==> src/hw/rtl/rhsv_pkg.sv <==
// rhsv_pkg: widths, hue constants and the front-end result struct for the
// rgb to hsv pixel core; no dependencies, compiled first
`timescale 1ns / 1ps

package rhsv_pkg;

  localparam int CH_W   = 8;              // channel byte width
  localparam int HUE_W  = 15;             // hue width, 1/64 degree units
  localparam int DIV_QW = HUE_W;          // quotient bits, one per divider stage
  localparam int DIV_DW = CH_W;           // divisor width
  localparam int NUM_W  = DIV_QW + DIV_DW; // dividend width

  // hue constants in 1/64 degree units
  localparam int HUE_UNITS_60  = 3840;
  localparam int HUE_UNITS_120 = 7680;
  localparam int HUE_UNITS_240 = 15360;
  localparam int HUE_UNITS_360 = 23040;

  // dividends, divisors and side data handed from the front end to the dividers
  typedef struct packed {
    logic [NUM_W-1:0]  num_h;
    logic [DIV_DW-1:0] den_h;
    logic              hue_ok;
    logic [NUM_W-1:0]  num_s;
    logic [DIV_DW-1:0] den_s;
    logic [CH_W-1:0]   mx;
  } front_t;

endpackage

==> src/hw/rtl/rhsv_pix_if.sv <==
// rhsv_pix_if: valid/ready channel carrying one rgb pixel request
// depends on rhsv_pkg
`timescale 1ns / 1ps

interface rhsv_pix_if import rhsv_pkg::*; ();
  logic            valid;
  logic            ready;
  logic [CH_W-1:0] red;
  logic [CH_W-1:0] green;
  logic [CH_W-1:0] blue;

  modport source (output valid, output red, output green, output blue, input ready);
  modport sink   (input valid, input red, input green, input blue, output ready);
endinterface

==> src/hw/rtl/rhsv_hsv_if.sv <==
// rhsv_hsv_if: valid/ready channel carrying one hsv result request
// depends on rhsv_pkg
`timescale 1ns / 1ps

interface rhsv_hsv_if import rhsv_pkg::*; ();
  logic             valid;
  logic             ready;
  logic [HUE_W-1:0] hue;
  logic [CH_W-1:0]  saturation;
  logic [CH_W-1:0]  brightness;
  logic             hue_valid;

  modport source (output valid, output hue, output saturation, output brightness,
                  output hue_valid, input ready);
  modport sink   (input valid, input hue, input saturation, input brightness,
                  input hue_valid, output ready);
endinterface

==> src/hw/rtl/rhsv_front.sv <==
// rhsv_front: two register stages that find max/min, the hue sector and
// build the hue and saturation dividends; depends on rhsv_pkg
`timescale 1ns / 1ps

module rhsv_front import rhsv_pkg::*; (
  input  logic            clk,
  input  logic [1:0]      en,
  input  logic [CH_W-1:0] red,
  input  logic [CH_W-1:0] green,
  input  logic [CH_W-1:0] blue,
  output front_t          res
);

  // hue sector codes
  localparam logic [1:0] SEC_RED_POS = 2'd0;
  localparam logic [1:0] SEC_RED_NEG = 2'd1;
  localparam logic [1:0] SEC_GREEN   = 2'd2;
  localparam logic [1:0] SEC_BLUE    = 2'd3;

  logic [CH_W-1:0] mx_c, mn_c;
  logic [1:0]      sec_c;
  logic signed [CH_W:0] diff_c;

  logic [CH_W-1:0] s1_mx;
  logic [CH_W-1:0] s1_d;
  logic [1:0]      s1_sec;
  logic signed [CH_W:0] s1_diff;

  logic [HUE_W-1:0]        off_units;
  logic signed [NUM_W:0]   base;
  logic signed [NUM_W:0]   term;
  logic signed [NUM_W:0]   sum_h;
  logic                    grey;

  // max, min and sector, ties go red then green then blue
  always_comb begin
    mx_c = red;
    mn_c = red;
    if (green > mx_c) mx_c = green;
    if (blue > mx_c) mx_c = blue;
    if (green < mn_c) mn_c = green;
    if (blue < mn_c) mn_c = blue;
    if (mx_c == red) begin
      sec_c  = (green >= blue) ? SEC_RED_POS : SEC_RED_NEG;
      diff_c = $signed({1'b0, green}) - $signed({1'b0, blue});
    end else if (mx_c == green) begin
      sec_c  = SEC_GREEN;
      diff_c = $signed({1'b0, blue}) - $signed({1'b0, red});
    end else begin
      sec_c  = SEC_BLUE;
      diff_c = $signed({1'b0, red}) - $signed({1'b0, green});
    end
  end

  // stage 1 register
  always_ff @(posedge clk) begin
    if (en[0]) begin
      s1_mx   <= mx_c;
      s1_d    <= mx_c - mn_c;
      s1_sec  <= sec_c;
      s1_diff <= diff_c;
    end
  end

  // sector offset in hue units
  always_comb begin
    unique case (s1_sec)
      SEC_RED_POS: off_units = '0;
      SEC_RED_NEG: off_units = HUE_W'(HUE_UNITS_360);
      SEC_GREEN:   off_units = HUE_W'(HUE_UNITS_120);
      SEC_BLUE:    off_units = HUE_W'(HUE_UNITS_240);
      default:     off_units = '0;
    endcase
  end

  // hue dividend: offset*d + 60deg*diff, never negative
  always_comb begin
    grey  = (s1_d == '0);
    base  = $signed((NUM_W+1)'(off_units) * (NUM_W+1)'(s1_d));
    term  = (NUM_W+1)'(s1_diff) * $signed((NUM_W+1)'(HUE_UNITS_60));
    sum_h = base + term;
  end

  // stage 2 register, grey hue and black saturation divide zero by one
  always_ff @(posedge clk) begin
    if (en[1]) begin
      res.num_h  <= grey ? '0 : sum_h[NUM_W-1:0];
      res.den_h  <= grey ? DIV_DW'(1) : s1_d;
      res.hue_ok <= !grey;
      res.num_s  <= (NUM_W'(s1_d) << CH_W) - NUM_W'(s1_d);
      res.den_s  <= (s1_mx == '0) ? DIV_DW'(1) : s1_mx;
      res.mx     <= s1_mx;
    end
  end

endmodule

==> src/hw/rtl/rhsv_div.sv <==
// rhsv_div: pipelined restoring divider, one quotient bit per register
// stage, with side data carried alongside; depends on rhsv_pkg
`timescale 1ns / 1ps

module rhsv_div import rhsv_pkg::*; #(
  parameter int QW = DIV_QW,
  parameter int DW = DIV_DW,
  parameter int SW = 1
) (
  input  logic             clk,
  input  logic [QW-1:0]    en,
  input  logic [QW+DW-1:0] num,
  input  logic [DW-1:0]    den,
  input  logic [SW-1:0]    side,
  output logic [QW-1:0]    quo,
  output logic [SW-1:0]    side_out
);

  localparam int NW = QW + DW;

  // working word: remainder on top, unused dividend bits, quotient bits below
  logic [NW-1:0] w     [QW];
  logic [DW-1:0] den_r [QW];
  logic [SW-1:0] side_r[QW];

  for (genvar i = 0; i < QW; i++) begin : g_stage
    logic [NW-1:0] w_in;
    logic [DW-1:0] den_in;
    logic [SW-1:0] side_in;
    logic [DW:0]   trial;
    logic [DW:0]   rem;
    logic          ge;

    if (i == 0) begin : g_first
      assign w_in    = num;
      assign den_in  = den;
      assign side_in = side;
    end else begin : g_next
      assign w_in    = w[i-1];
      assign den_in  = den_r[i-1];
      assign side_in = side_r[i-1];
    end

    // one restoring step
    always_comb begin
      trial = w_in[NW-1:QW-1];
      ge    = (trial >= {1'b0, den_in});
      rem   = ge ? (trial - {1'b0, den_in}) : trial;
    end

    always_ff @(posedge clk) begin
      if (en[i]) begin
        w[i]      <= {rem[DW-1:0], w_in[QW-2:0], ge};
        den_r[i]  <= den_in;
        side_r[i] <= side_in;
      end
    end
  end

  assign quo      = w[QW-1][QW-1:0];
  assign side_out = side_r[QW-1];

endmodule

==> src/hw/rtl/rgb_to_hsv_pixel_core.sv <==
// rgb_to_hsv_pixel_core: streaming rgb to hsv converter, top level
// depends on rhsv_pkg, rhsv_pix_if, rhsv_hsv_if, rhsv_front, rhsv_div
//
// Usage:
//   pix is a valid/ready sink taking one 8-bit rgb pixel per request; hsv is
//   a valid/ready source giving hue (1/64 degree), saturation (255 = 1.0),
//   brightness (largest channel) and hue_valid (cleared for grey pixels,
//   whose hue reads 0).
//   The datapath is 17 register stages: two front stages (max/min, sector,
//   dividends) and 15 divider stages that each resolve one quotient bit for
//   hue and saturation in parallel. An accepted pixel moves through the
//   front stages and then the divider stages in order. One pixel per clock
//   is sustained while the receiver keeps ready high.
//   Each stage has its own valid bit and loads when it is empty or the stage
//   after it moves, so a stalled receiver holds the result in the last stage
//   while empty stages upstream still fill; pix.ready drops only once every
//   stage holds a pixel. Nothing is dropped or repeated across stalls.
//   Synchronous reset clears all valid bits; the block takes pixels in the
//   first cycle after reset.
`timescale 1ns / 1ps

module rgb_to_hsv_pixel_core import rhsv_pkg::*; (
  input  logic        clk,
  input  logic        rst,
  rhsv_pix_if.sink    pix,
  rhsv_hsv_if.source  hsv
);

  localparam int NSTG = 2 + DIV_QW;

  logic [NSTG-1:0] v;
  logic [NSTG-1:0] en;
  front_t          fr;
  logic [HUE_W-1:0]  hue_q;
  logic [DIV_QW-1:0] sat_q;
  logic              hue_ok;
  logic [CH_W-1:0]   mx_out;

  // stage enables: a stage loads when some stage at or after it has room
  for (genvar i = 0; i < NSTG; i++) begin : g_en
    assign en[i] = hsv.ready || !(&v[NSTG-1:i]);
  end

  // valid bits travel with the data
  always_ff @(posedge clk) begin
    if (rst) begin
      v <= '0;
    end else begin
      if (en[0]) begin
        v[0] <= pix.valid;
      end
      for (int i = 1; i < NSTG; i++) begin
        if (en[i]) begin
          v[i] <= v[i-1];
        end
      end
    end
  end

  // max/min, sector and dividends
  rhsv_front u_front (
    .clk   (clk),
    .en    (en[1:0]),
    .red   (pix.red),
    .green (pix.green),
    .blue  (pix.blue),
    .res   (fr)
  );

  // hue divider, carries the hue valid flag
  rhsv_div #(.QW(DIV_QW), .DW(DIV_DW), .SW(1)) u_div_hue (
    .clk      (clk),
    .en       (en[NSTG-1:2]),
    .num      (fr.num_h),
    .den      (fr.den_h),
    .side     (fr.hue_ok),
    .quo      (hue_q),
    .side_out (hue_ok)
  );

  // saturation divider, carries the brightness
  rhsv_div #(.QW(DIV_QW), .DW(DIV_DW), .SW(CH_W)) u_div_sat (
    .clk      (clk),
    .en       (en[NSTG-1:2]),
    .num      (fr.num_s),
    .den      (fr.den_s),
    .side     (fr.mx),
    .quo      (sat_q),
    .side_out (mx_out)
  );

  // ports
  assign pix.ready      = en[0];
  assign hsv.valid      = v[NSTG-1];
  assign hsv.hue        = hue_q;
  assign hsv.saturation = sat_q[CH_W-1:0];
  assign hsv.brightness = mx_out;
  assign hsv.hue_valid  = hue_ok;

  // grey results carry zero hue and zero saturation
  a_grey_zero: assert property (@(posedge clk) disable iff (rst)
    hsv.valid && !hsv.hue_valid |-> hsv.hue == '0 && hsv.saturation == '0)
    else $error("grey result with nonzero hue or saturation");

  // hue stays below 360 degrees
  a_hue_range: assert property (@(posedge clk) disable iff (rst)
    hsv.valid |-> hsv.hue < HUE_W'(HUE_UNITS_360))
    else $error("hue out of range");

  // a colored pixel always has some saturation
  a_sat_nonzero: assert property (@(posedge clk) disable iff (rst)
    hsv.valid && hsv.hue_valid |-> hsv.saturation != '0)
    else $error("colored result with zero saturation");

  // input backpressure only when the whole pipeline is full and stalled
  a_full_stall: assert property (@(posedge clk) disable iff (rst)
    !pix.ready |-> (&v) && !hsv.ready)
    else $error("input stalled with room in the pipeline");

endmodule
==> src/flat_wrapper.sv <==
// flat-port wrapper written by rule: the top's interface ports become plain ports
module rgb_to_hsv_pixel_core_flat import rhsv_pkg::*;
  (clk, rst, pix_valid, pix_red, pix_green, pix_blue, pix_ready, hsv_valid, hsv_hue, hsv_saturation, hsv_brightness, hsv_hue_valid, hsv_ready);
  rhsv_pix_if pix_i ();
  rhsv_hsv_if hsv_i ();
  input  logic clk;
  input  logic rst;
  input wire logic [$bits(pix_i.valid)-1:0] pix_valid;
  input wire logic [$bits(pix_i.red)-1:0] pix_red;
  input wire logic [$bits(pix_i.green)-1:0] pix_green;
  input wire logic [$bits(pix_i.blue)-1:0] pix_blue;
  output wire logic [$bits(pix_i.ready)-1:0] pix_ready;
  output wire logic [$bits(hsv_i.valid)-1:0] hsv_valid;
  output wire logic [$bits(hsv_i.hue)-1:0] hsv_hue;
  output wire logic [$bits(hsv_i.saturation)-1:0] hsv_saturation;
  output wire logic [$bits(hsv_i.brightness)-1:0] hsv_brightness;
  output wire logic [$bits(hsv_i.hue_valid)-1:0] hsv_hue_valid;
  input wire logic [$bits(hsv_i.ready)-1:0] hsv_ready;
  assign pix_i.valid = pix_valid;
  assign pix_i.red = pix_red;
  assign pix_i.green = pix_green;
  assign pix_i.blue = pix_blue;
  assign pix_ready = pix_i.ready;
  assign hsv_valid = hsv_i.valid;
  assign hsv_hue = hsv_i.hue;
  assign hsv_saturation = hsv_i.saturation;
  assign hsv_brightness = hsv_i.brightness;
  assign hsv_hue_valid = hsv_i.hue_valid;
  assign hsv_i.ready = hsv_ready;
  rgb_to_hsv_pixel_core u_core (.clk(clk), .rst(rst), .pix(pix_i), .hsv(hsv_i));
endmodule
==> config.mk <==
export PLATFORM = sky130hd
export DESIGN_NAME = rgb_to_hsv_pixel_core_flat
export DESIGN_NICKNAME = d
export VERILOG_FILES = /design/src/hw/rtl/rhsv_pkg.sv /design/src/hw/rtl/rhsv_pix_if.sv /design/src/hw/rtl/rhsv_hsv_if.sv /design/src/hw/rtl/rhsv_front.sv /design/src/hw/rtl/rhsv_div.sv /design/src/hw/rtl/rgb_to_hsv_pixel_core.sv /design/src/flat_wrapper.sv
export SDC_FILE = /design/constraint.sdc
export NUM_CORES = 2
export LEC_CHECK = 0
export BUFFER_PORTS_ARGS = -buffer_cell sky130_fd_sc_hd__buf_2
export CORE_MARGIN = 5
export CORE_UTILIZATION = 55
export DETAILED_ROUTE_END_ITERATION = 7
export MAX_ROUTING_LAYER = met4
export PLACE_DENSITY = 0.76
export SYNTH_ARGS = -nofsm -noshare
export SYNTH_HDL_FRONTEND = slang
export SYNTH_SLANG_ARGS = --single-unit
export TNS_END_PERCENT = 10
==> constraint.sdc <==
create_clock -name clk -period 7.5 [get_ports clk]
set_input_delay 1.5 -clock clk [delete_from_list [all_inputs] [get_ports clk]]
set_output_delay 1.5 -clock clk [all_outputs]
set_load 0.005 [all_outputs]
* Yosys cells after proc, flatten, opt, wreduce, memory -nomap -nowiden
Memories as Yosys holds them, arrays and structs flattened.
Cells that the tools add are included.
Widths: inputs -> output; s select.
** Word-level totals
- Logic and storage cells :: 235
- Output and inout port bits :: 34
- Memory bits (writable) :: 1065
- Memory bits (read-only) :: 0
- Input port bits :: 28
- Bits in latches :: 0
- Register bits after elaboration :: 109
- Memories :: 6
** Memory list
- u_core.u_div_hue.w :: depth 15, bits a word 23, rd ports 15, clocked after Yosys merged registers in 0, write ports 15, line rhsv_div.sv:22 : logic [NW-1:0] w [QW];
- u_core.u_div_sat.w :: depth 15, bits a word 23, rd ports 15, clocked after Yosys merged registers in 0, write ports 15, line rhsv_div.sv:22
- u_core.u_div_hue.den_r :: depth 15, bits a word 8, rd ports 14, clocked after Yosys merged registers in 0, write ports 15, line rhsv_div.sv:23 : logic [DW-1:0] den_r [QW];
- u_core.u_div_sat.den_r :: depth 15, bits a word 8, rd ports 14, clocked after Yosys merged registers in 0, write ports 15, line rhsv_div.sv:23
- u_core.u_div_sat.side_r :: depth 15, bits a word 8, rd ports 15, clocked after Yosys merged registers in 0, write ports 15, line rhsv_div.sv:24 : logic [SW-1:0] side_r[QW];
- u_core.u_div_hue.side_r :: depth 15, bits a word 1, rd ports 15, clocked after Yosys merged registers in 0, write ports 15, line rhsv_div.sv:24
** Cells by class
- Add/sub/neg operators :: 36
- Bitwise logic cells :: 0
- Muxes and demuxes :: 70
- Div/mod/pow operators :: 0
- Magnitude comparators :: 35
- Multipliers :: 2
- Reductions and logical operators :: 54
- Equal/unequal tests :: 5
- Shifts and indexed selects :: 0
** Operators with widths (count)
- $mux 8 :: 34
- $ge 9x8->1 :: 30
- $sub 8x8->8 :: 31
- $pmux 15 s4 :: 1
- $mux 1 :: 32
- $sub 8x8->9 :: 3
- $add 23x22->23 :: 1
- $mul 15x8->23 :: 1
- $logic_not 1->1 :: 18
- $mux 9 :: 2
- $logic_or 1x1->1 :: 17
- $reduce_and 17->1 :: 1
- $sub 16x8->17 :: 1
- $eq 8x8->1 :: 2
- $gt 8x8->1 :: 2
- $logic_not 8->1 :: 2
- $lt 8x8->1 :: 2
- $reduce_and 16->1 :: 1
- $reduce_and 15->1 :: 1
- $mul 9x5->14 const B :: 1
- $reduce_and 14->1 :: 1
- $reduce_and 13->1 :: 1
- $reduce_and 12->1 :: 1
- $reduce_and 11->1 :: 1
- other kinds (14) :: 15

* Depth between registers and ports, before layout
- Word-level depth :: 7
- Depth in mapped cells :: 31
- Gate-level depth less buffers :: 28

* By module
From an unflattened synthesis, not the netlist that was laid out.
** Unflattened totals
- Cell total of the unflattened synthesis :: 3895
- Area, all modules :: 53819.1 sq um
** Modules (own cells, without submodules)
- rhsv_div at u_core.u_div_sat :: area each 23896.7 sq um, cells each 1556, instances 1, seq. area each 17086.4 sq um
- rhsv_div at u_core.u_div_hue :: area each 20697.4 sq um, cells each 1400, instances 1, seq. area each 13933.4 sq um
- rhsv_front :: area each 8445.6 sq um, cells each 847, instances 1, seq. area each 2522.4 sq um
- rgb_to_hsv_pixel_core :: area each 779.5 sq um, cells each 92, instances 1, seq. area each 340.3 sq um

* Least setup slack after synthesis
No wires, ideal clock.
- Path type :: input port to output port
- Start point :: input hsv_ready
- End point :: output pix_ready
- Path buffers :: 0
- Path slack :: -468 ps
- Data required time :: 6000 ps
- Arrival time :: 6468 ps
- Stages on the path :: 9
- Path through :: nor2b_1 inv_1 nor2_1 and2_1 inv_1 nor2_1 nand2_1 nor2_1 nand3_1
** Between the ends
- Longest elaborated chain between the ends :: 1
** Ends and longest elaborated chain
- start, declared :: line flat_wrapper.sv:18 : input wire logic [$bits(hsv_i.ready)-1:0] hsv_ready;
- $logic_or 1x1->1 :: line rgb_to_hsv_pixel_core.sv:41 : assign en[i] = hsv.ready || !(&v[NSTG-1:i]);
- end, declared :: line flat_wrapper.sv:12 : output wire logic [$bits(pix_i.ready)-1:0] pix_ready;
No other way between the ends.

* Worst setup path after layout
- Start point :: register u_core.u_front.s1_diff[0]
- End point :: register u_core.u_front.res[70] (netlist name) (data pin)
** Between the ends
- Longest elaborated chain between the ends :: 2
** Ends and longest elaborated chain
- start, declared :: line rhsv_front.sv:27 : logic signed [CH_W:0] s1_diff;
- start signal, assigned :: line rhsv_front.sv:61 : s1_diff <= diff_c;
- $mul 9x5->14 :: line rhsv_front.sv:80 : term = (NUM_W+1)'(s1_diff) * $signed((NUM_W+1)'(HUE_UNITS_60));
- $add 23x22->23 :: line rhsv_front.sv:81 : sum_h = base + term;
- end, declared :: line rhsv_front.sv:11 : output front_t res
No other way between the ends.
A chain may end at the register's enable or synchronous reset.

==> out/results.txt <==
grt ovf = 0
TritonCTS clock tree = yes
final worst-path cycle share = 92.0%
Pre-antenna DRT Iters = 5
mean number of vias per cell = 5.29
cell repeated most along the worst path = sky130_fd_sc_hd__ha_1
type of the setup path with the least slack = reg -> reg
count of state elements after synthesis = 966
final number of hold-violating endpoints = 0
antenna diode count = 0
layout-stage area growth over the synthesis result = 10.6%
IO buf count = 61
standard cell with the maximum stage delay on the critical path = sky130_fd_sc_hd__fa_1
number of clock buffers inserted by TritonCTS = 95
CTS H-Tree Depth = 3
# rows = 106
status = finished clean
via count = 25836
cell area after technology mapping = 46500 µm²
CP delay by family, top = adder cells
antenna viol nets, final = 0
most instantiated library cell after synthesis = sky130_fd_sc_hd__edfxtp_1
Fmax = 145 MHz
share of synthesized area occupied by flip-flops and latches = 62.0%
post-layout net count = 4124
DRC marker count from the first detailed-route iteration = 1447
Met2 Routed Length = 41900 µm
routability-driven placement congestion ratio = 0.887
CTS sink count = 966
Highest Signal Layer = met4
Core Footprint = 83800 µm²
die outline height = 301 µm
largest net degree at the start of global routing = 64
routed wire length = 75300 µm
gate count after technology mapping = 3551
async set-reset flop share out of synthesis = 0%
startpoint kind of the worst setup timing path = flip-flop
most used flip-flop cell after synthesis = sky130_fd_sc_hd__edfxtp_1
filler cell count in the final layout = 6208
area enclosed by the die boundary = 90500 µm²
clock period minus worst slack = 6.90 ns
leading cell types by total area after synthesis = sky130_fd_sc_hd__edfxtp_1 (61%), sky130_fd_sc_hd__ha_1 (9.3%), sky130_fd_sc_hd__inv_1 (3.6%)
warning count from the yosys run = 0
met1 routed wirelength after detailed routing = 28700 µm
headroom to the max-slew limit = 20.9%
Worst Skew = 0.0253 ns
antenna violations before repair = 0
placed wire-length estimate after detailed placement = 53100 µm
clock input transition at the sequential cells of the worst setup and hold paths = 0.06 ns
Post-Syn Nets = 4005
via count of the first global-routing pass = 27113
data required time of the critical path = 7.85 ns
Mapped Avg Cell Area = 13.1 µm²
Resize count post-CTS = 0
max cap viols = 0
Longest Clk Path Bufs = 3
Post CTS Setup Buffer Count = 0
peak fanout along the critical path = 3
global-route wire length before repair = 127000 µm
Wirelength per Cell = 15.4 µm
share of final-layout standard cells stronger than drive strength 1 = 7.63%
setup repair after global routing missed its margin = no
number of flops mapped to enable cells by yosys = 949
Die Wd = 301 µm
count of cell types in the netlist = 68
DRC errors left = 0
final number of setup-violating endpoints = 0
CTS root buf = sky130_fd_sc_hd__clkbuf_16
area of the multi-input gates = 15800 µm²
Critical Path Sink Type = flip-flop
initial core utilization = 55.5%
global-route usage over all layers = 17.4%
Critical Path AT = 7.25 ns
transition time at the pin with the least slew margin = 1.18 ns
met3 routed wirelength = 2490 µm
later-pin clock latency in the skew report = 0.63 ns
Tightest Hold Check Type = reg -> reg
Crit path buffers/inverters = 4
number of ports placed on the die boundary = 62
cts hold-fix bufs = 0
dominant cell type by area after synthesis = sky130_fd_sc_hd__edfxtp_1
Final Slew Violations = 0
delay of the slowest cell on the worst path = 0.52 ns
most common library cells after synthesis = sky130_fd_sc_hd__edfxtp_1 (949), sky130_fd_sc_hd__inv_1 (452), sky130_fd_sc_hd__ha_1 (347), sky130_fd_sc_hd__nor2_1 (310), sky130_fd_sc_hd__a21oi_1 (235)
area share of the largest cell type after synthesis = 61.3%
FF/Latch Area = 28800 µm²
sum of negative setup slack = 0 ns
metrics by stage:
step / hold WS (ns) / area [µm²] / utilization [%] / setup slack [ns] / std cells
2_1_floorplan: 0.400 / 46500 / - / 0.154 / 3551
3_3_place_gp: 0.400 / 48200 / 57.5 / 0.625 / 4707
3_5_place_dp: 0.405 / 48200 / 57.5 / 0.579 / 4707
4_1_cts: 0.402 / 51400 / 61.4 / 0.580 / 4883
5_1_grt: 0.410 / 51400 / 61.4 / 0.104 / 4883
6_report: 0.405 / 51400 / 61.4 / 0.599 / 4883
cell usage in the layout, fill, tap and decap left out, types with 15 or more instances in the layout:
cell type / synthesis / layout
sky130_fd_sc_hd__edfxtp_1: 949 / 949
sky130_fd_sc_hd__inv_1: 452 / 445
sky130_fd_sc_hd__ha_1: 347 / 347
sky130_fd_sc_hd__nor2_1: 310 / 310
sky130_fd_sc_hd__a21oi_1: 235 / 235
sky130_fd_sc_hd__o21ai_0: 185 / 185
sky130_fd_sc_hd__xnor2_1: 151 / 151
sky130_fd_sc_hd__clkbuf_16: 0 / 96
sky130_fd_sc_hd__nand2_1: 100 / 93
sky130_fd_sc_hd__nand2b_1: 81 / 81
sky130_fd_sc_hd__fa_1: 79 / 79
sky130_fd_sc_hd__nor2b_1: 78 / 78
sky130_fd_sc_hd__buf_2: 1 / 61
sky130_fd_sc_hd__a21boi_0: 60 / 60
sky130_fd_sc_hd__nand4_1: 58 / 58
sky130_fd_sc_hd__xor2_1: 57 / 57
sky130_fd_sc_hd__a21o_1: 48 / 48
sky130_fd_sc_hd__and2_1: 44 / 44
sky130_fd_sc_hd__nor3_1: 39 / 39
sky130_fd_sc_hd__mux2_2: 28 / 28
sky130_fd_sc_hd__a211oi_1: 28 / 28
sky130_fd_sc_hd__a2bb2oi_1: 27 / 27
sky130_fd_sc_hd__clkinv_2: 0 / 20
sky130_fd_sc_hd__buf_4: 0 / 20
sky130_fd_sc_hd__clkbuf_1: 55 / 19
sky130_fd_sc_hd__bufinv_16: 0 / 18
sky130_fd_sc_hd__nand3_1: 18 / 17
sky130_fd_sc_hd__dfxtp_1: 17 / 17
sky130_fd_sc_hd__mux2i_1: 15 / 15
state kept, by name, summed over array words and instances (netlist names):
name	cells
u_core.v	17
u_core.u_front.s1_sec	2
u_core.u_div_hue.den_r	112
u_core.u_div_sat.side_r	120
u_core.u_front.s1_diff	9
u_core.u_div_sat.w	253
u_core.u_front.res	57
u_core.u_front.s1_d	8
u_core.u_div_sat.den_r	112
u_core.u_front.s1_mx	8
u_core.u_div_hue.side_r	15
u_core.u_div_hue.w	253
cells by family after synthesis:
family	share of synthesized area (%)
compound gates	8.12
flops	62.0
simple gates	8.05
xor+xnor	3.92
fa+ha+maj	12.7
other cells	0.00806
buf+inv	4.17
mux	1.00
layout make-up:
type                       count  share of cell area, %
multi-input combinational   2073                   30.6
clock buffer                 115                   4.81
tap                         1134                   2.76
inverter                     453                   3.31
clock inverter                61                   1.55
timing repair buffer          81                  0.885
sequential                   966                   56.1
per-layer routing:
layer	GRT usage, %	vias to the layer above
li1	-	12843
met1	18.3	12421
met2	33.3	412
met3	2.31	160
met4	5.98	0
met5	-	-
final timing paths:
path | end | cells past startpoint | start | slack, ns
max | u_core.u_front.res[70]$_SDFFCE_PP0P_ | 27 | u_core.u_front.s1_diff[0]$_DFFE_PP_ | 0.60
min | u_core.u_div_hue.w[1][143]$_DFFE_PP_ | 0 | u_core.u_div_hue.w[1][119]$_DFFE_PP_ | 0.41
max reg2reg | u_core.u_front.res[70]$_SDFFCE_PP0P_ | 27 | u_core.u_front.s1_diff[0]$_DFFE_PP_ | 0.60
min reg2reg | u_core.u_div_hue.w[1][143]$_DFFE_PP_ | 0 | u_core.u_div_hue.w[1][119]$_DFFE_PP_ | 0.41
Power is left out: the tool's default activity adds up to more than one toggle a clock period on the data nets, which glitch-free logic cannot reach.
